===== config.mk =====
export PLATFORM = sky130hd
export DESIGN_NAME = frt_divider
export DESIGN_NICKNAME = d
export VERILOG_FILES = /design/src/hw/rtl/frt_pkg.sv /design/src/hw/rtl/frt_divider.sv
export SDC_FILE = /design/constraint.sdc
export NUM_CORES = 1
export LEC_CHECK = 0
export ABC_AREA = 1
export BUFFER_PORTS_ARGS = -buffer_cell sky130_fd_sc_hd__buf_2
export CAP_MARGIN = 20
export CORE_ASPECT_RATIO = 1.2
export CORE_MARGIN = 5
export CORE_UTILIZATION = 54
export DETAILED_ROUTE_END_ITERATION = 10
export PLACE_DENSITY = 0.79
export SLEW_MARGIN = 20
export SYNTH_ARGS = -nofsm -noshare
export SYNTH_HDL_FRONTEND = slang
export SYNTH_SLANG_ARGS = --single-unit

===== constraint.sdc =====
create_clock -name i_clk -period 2.2 [get_ports i_clk]
set_clock_uncertainty 0.1 [all_clocks]
set_input_delay 0 -clock i_clk [delete_from_list [all_inputs] [get_ports i_clk]]
set_output_delay 0 -clock i_clk [all_outputs]
set_load 0.02 [all_outputs]

===== src/hw/rtl/frt_pkg.sv =====
// Package: types, constants and codes shared by the fragment reassembly tracker.
package frt_pkg;

    localparam int unsigned SLOTS_DEF         = 8;
    localparam int unsigned MAX_FRAGMENTS_DEF = 32;
    localparam logic [15:0] TIMEOUT_RST       = 16'd3000;
    localparam logic [7:0]  FIRST_PAY_RST     = 8'd200;
    localparam logic [7:0]  NEXT_PAY_RST      = 8'd220;

    localparam logic [1:0] ACT_FIRST  = 2'd0;
    localparam logic [1:0] ACT_NEXT   = 2'd1;
    localparam logic [1:0] ACT_SCAN   = 2'd2;
    localparam logic [1:0] ACT_UNUSED = 2'd3;

    localparam logic [2:0] ST_STORED    = 3'd0;
    localparam logic [2:0] ST_COMPLETED = 3'd1;
    localparam logic [2:0] ST_DIRECT    = 3'd2;
    localparam logic [2:0] ST_NO_ENTRY  = 3'd3;
    localparam logic [2:0] ST_FULL      = 3'd4;
    localparam logic [2:0] ST_DUPLICATE = 3'd5;
    localparam logic [2:0] ST_RANGE     = 3'd6;
    localparam logic [2:0] ST_SCANNED   = 3'd7;

    localparam logic [1:0] REG_TIMEOUT   = 2'd0;
    localparam logic [1:0] REG_FIRST_PAY = 2'd1;
    localparam logic [1:0] REG_NEXT_PAY  = 2'd2;

    typedef struct packed {
        logic [1:0]  action;
        logic [47:0] sender_address;
        logic [15:0] message_id;
        logic [15:0] message_bytes;
        logic [4:0]  fragment_index;
        logic [31:0] now_ticks;
    } t_in_beat;

    typedef struct packed {
        logic [2:0]  status;
        logic [2:0]  slot_index;
        logic [15:0] write_offset;
        logic [3:0]  expired_count;
        logic [31:0] next_deadline;
        logic        none_pending;
    } t_out_beat;

    typedef enum logic [3:0] {
        S_IDLE, S_DIV, S_SEARCH, S_FIRST_END, S_NEXT_CHK, S_NEXT_MUL,
        S_NEXT_END, S_SCAN, S_SCAN_END, S_OUT
    } t_state;

    // divider control and status
    typedef struct packed {
        logic        start;
        logic [15:0] dividend;
        logic [7:0]  divisor;
    } t_div_req;

    typedef struct packed {
        logic        busy;
        logic [15:0] quotient;
    } t_div_rsp;

endpackage


===== src/hw/rtl/frt_divider.sv =====
// Restoring divider, one quotient bit per cycle, 16 by 8 bits.
module frt_divider (
    input  logic              i_clk,
    input  logic              i_rst_n,
    input  frt_pkg::t_div_req i_req,
    output frt_pkg::t_div_rsp o_rsp
);
    import frt_pkg::*;

    logic [4:0]  r_cnt, n_cnt;
    logic [15:0] r_quo, n_quo;
    logic [8:0]  r_rem, n_rem;
    logic [7:0]  r_dvs, n_dvs;
    logic [8:0]  w_trial;
    logic [8:0]  w_diff;

    assign w_trial = {r_rem[7:0], r_quo[15]};
    assign w_diff  = w_trial - {1'b0, r_dvs};

    always_comb begin
        n_cnt = r_cnt;
        n_quo = r_quo;
        n_rem = r_rem;
        n_dvs = r_dvs;
        if (i_req.start) begin
            n_cnt = 5'd16;
            n_quo = i_req.dividend;
            n_rem = '0;
            n_dvs = i_req.divisor;
        end else if (r_cnt != 5'd0) begin
            n_cnt = r_cnt - 5'd1;
            if (!w_diff[8]) begin
                n_rem = w_diff;
                n_quo = {r_quo[14:0], 1'b1};
            end else begin
                n_rem = w_trial;
                n_quo = {r_quo[14:0], 1'b0};
            end
        end
    end

    always_ff @(posedge i_clk) begin
        if (!i_rst_n) begin
            r_cnt <= '0;
        end else begin
            r_cnt <= n_cnt;
        end
        r_quo <= n_quo;
        r_rem <= n_rem;
        r_dvs <= n_dvs;
    end

    assign o_rsp.busy     = (r_cnt != 5'd0) || i_req.start;
    assign o_rsp.quotient = r_quo;
endmodule


==> impl_metrics.tcl <==
set metrics [dict create \
    outcome "completed" \
    worst_ep_required_time_ps 2120 \
    crit_type "flop to flop" \
    cpPeakStageDelay_ps 400 \
    grtUsageTotal 0.2207 \
    tightest_slew_ps 288.5 \
    cp_max_fo 4 \
    ys_seq_area_frac 0.4783 \
    worstPathCellList "inv_1 -> ha_2 -> fa_2 -> inv_1 -> nand2_1 -> nand2_2 -> nand3_4 -> nand2_2 -> nand2_2 -> nand2_2 -> o21ai_0" \
    hold_violations 0 \
    place_congestion 0.8209 \
    finalSetupViolations 0 \
    vias 1973 \
    synth-edff-count 24 \
    clockRootBuffer "clkbuf_8" \
    clkSinkCount 37 \
    synthCells 261 \
    ys_seq_elements 37 \
    ys_async_sr_fraction 0 \
    synth_warnings 0 \
    tritoncts "yes" \
    antenna_found_initial 0 \
    drive_above_1_share 0.2166 \
    cp_common_cell "nand2_2" \
    worstHoldPathType "input port to flop" \
    syn2layout_area_growth_pct 31.73 \
    drt_iter0_markers 91 \
    fin_nets 373 \
    grt_pass1_vias 1956 \
    synthFlopType "edfxtp_1" \
    antenna_left 0 \
    post-route-period-util 0.9540 \
    synth.net_count 298 \
    synthesis.area_um2 2051 \
    n_antenna_cell 0 \
    fin_util 0.7374 \
    drv_cap 0 \
    power.density_nw_per_um2 961.7 \
    fill_cells 283 \
    hold_ws_ps 26.71 \
    cts_max_path_buffers 2 \
    yosysMostFrequentCell "nand2_1" \
    die_area_um2 5135 \
    synth_top_cell_area_share 0.3514 \
    wirelength_um 5178 \
    power.leakage_nw 1.448 \
    period_minus_slack_ps 2099 \
    ir_worst_vdd_v 0.0006687 \
    grt_pass1_wl_um 8687 \
    cpMaxStageDelayCell "edfxtp_1" \
    row_count 24 \
    ioPinCount 44 \
    synthTopCellsByArea "edfxtp_1, nand2_1, dfxtp_1, inv_1, ha_1" \
    clkSlewWorstSetupHoldPaths_ps 70 \
    avgViaCountPerCell 5.072 \
    end_kind "flop" \
    drc 0 \
    ys_types 26 \
    io_buffers 43 \
    synth_common_cells "nand2_1, inv_1, edfxtp_1" \
    core_um2 3664 \
    wl_per_cell_um 13.31 \
    ctsHtreeMaxLevel 2 \
    overflow 0 \
    cts_inserted_buffers 5 \
    relSlewSlack 0.8077 \
    critPathArrivalTime_ps 2020 \
    grt_max_degree 27 \
    crit_path_start_kind "flop" \
    fmax_ghz 0.4764 \
    die_w_um 66.26 \
    worstSkewPairLatency_ps 290 \
    synth_top_cell_by_area "edfxtp_1" \
    dieHeight_um 77.51 \
    slew_violations 0 \
    synth_area_per_cell_um2 7.857 \
    drt_pass1_iterations 4 \
    initial_core_util 0.5598 \
    dp_hpwl_um 3073 \
]
==> layer usage <==
layer  up-vias  global-route usage  share of wire
met2        88              0.3784           0.50
met3        21             0.05347          0.077
met5         -                   0              0
met1       900              0.2537           0.38
li1        964                   -              -
met4         0              0.1037          0.046
==> flip-flops by register name (all words and copies together) (netlist names) <==
name,count
r_dvs,8
r_quo,16
r_rem,8
r_cnt,5
==> cells by family after synthesis <==
| family | after synthesis | share of synthesized area |
|---|---|---|
| adders and majority gates | 10 | 0.06467 |
| and+or+nand+nor | 141 | 0.3026 |
| DFF | 37 | 0.4783 |
| AOI/OAI and AO/OA | 16 | 0.04088 |
| buffers and inverters | 54 | 0.1007 |
| xor gates and xnor gates | 3 | 0.01282 |
==> power breakdown <==
part / internal [W] / switching [W]
Clock: 0.000219 / 0.000253
Combinational: 0.000433 / 0.000692
Sequential: 0.000895 / 0.000107
Total: 0.00155 / 0.00105
==> path summary, 6_finish.rpt <==
kind | start | to | slack (ps) | depth (start not counted)
min reg2reg | r_cnt[4] | r_cnt[4] | 350 | 2
min | i_req[24] | r_quo[0] | 30 | 3
max | r_quo[15] | r_quo[0] | 100 | 11
max reg2reg | r_quo[15] | r_quo[0] | 100 | 11
==> what timing repair did <==
item	CTS	global route
resized for setup	0	4
buffers inserted	0	2
hold endpoints to repair	29	0
hold buffers	25	0
setup endpoints to repair	0	9
==> per-stage QoR <==
stage / cell area (µm²) / worst slack (ps) / TNS [ps] / power [W] / cells
6_report: 2701 / 101.1 / 0 / 0.002598 / 389
3_3_place_gp: 2335 / 172.9 / 0 / 0.002001 / 354
4_1_cts: 2671 / 68.40 / 0 / 0.002526 / 387
3_5_place_dp: 2335 / 77.31 / 0 / 0.002024 / 354
5_1_grt: 2701 / -7.205 / -20.97 / 0.002794 / 389
2_1_floorplan: 2051 / 88.09 / 0 / 0.001772 / 261
==> placed cells by master, fill, tap and decap left out, types with 2 or more instances in the layout <==
cell and instances:
dlygate4sd3_1 25, nand2_2 5, dfxtp_1 13, edfxtp_1 24, nand3b_1 3, nor2_1 8
xnor2_1 2, nand3_1 22, ha_1 8, nand2_4 2, inv_1 47, buf_2 43
a21oi_1 4, nand2_1 93, o21ai_1 6, o21ai_0 5, buf_4 6, nor3_1 2
clkinv_2 2, clkbuf_8 5
==> cell type report <==
type	count	area, µm²	area share
sequential	37	980.9	0.3631
multi-input combinational	170	878.3	0.3252
timing repair buffer	74	510.5	0.1890
inverter	48	180.2	0.06670
clock buffer	5	68.82	0.02547
tap	52	65.06	0.02409
clock inverter	3	17.52	0.006484
==> worst max-delay path, delay by kind of cell (launching register included) <==
kind                     cells  cell delay [ps]
AND/OR/NAND/NOR              6              510
buffers and inverters        2              140
adder cells (fa/ha/maj)      2              580
AO/OA/AOI/OAI                1              100
flip-flops                   1              400
Power figures use the tool's default switching activity.
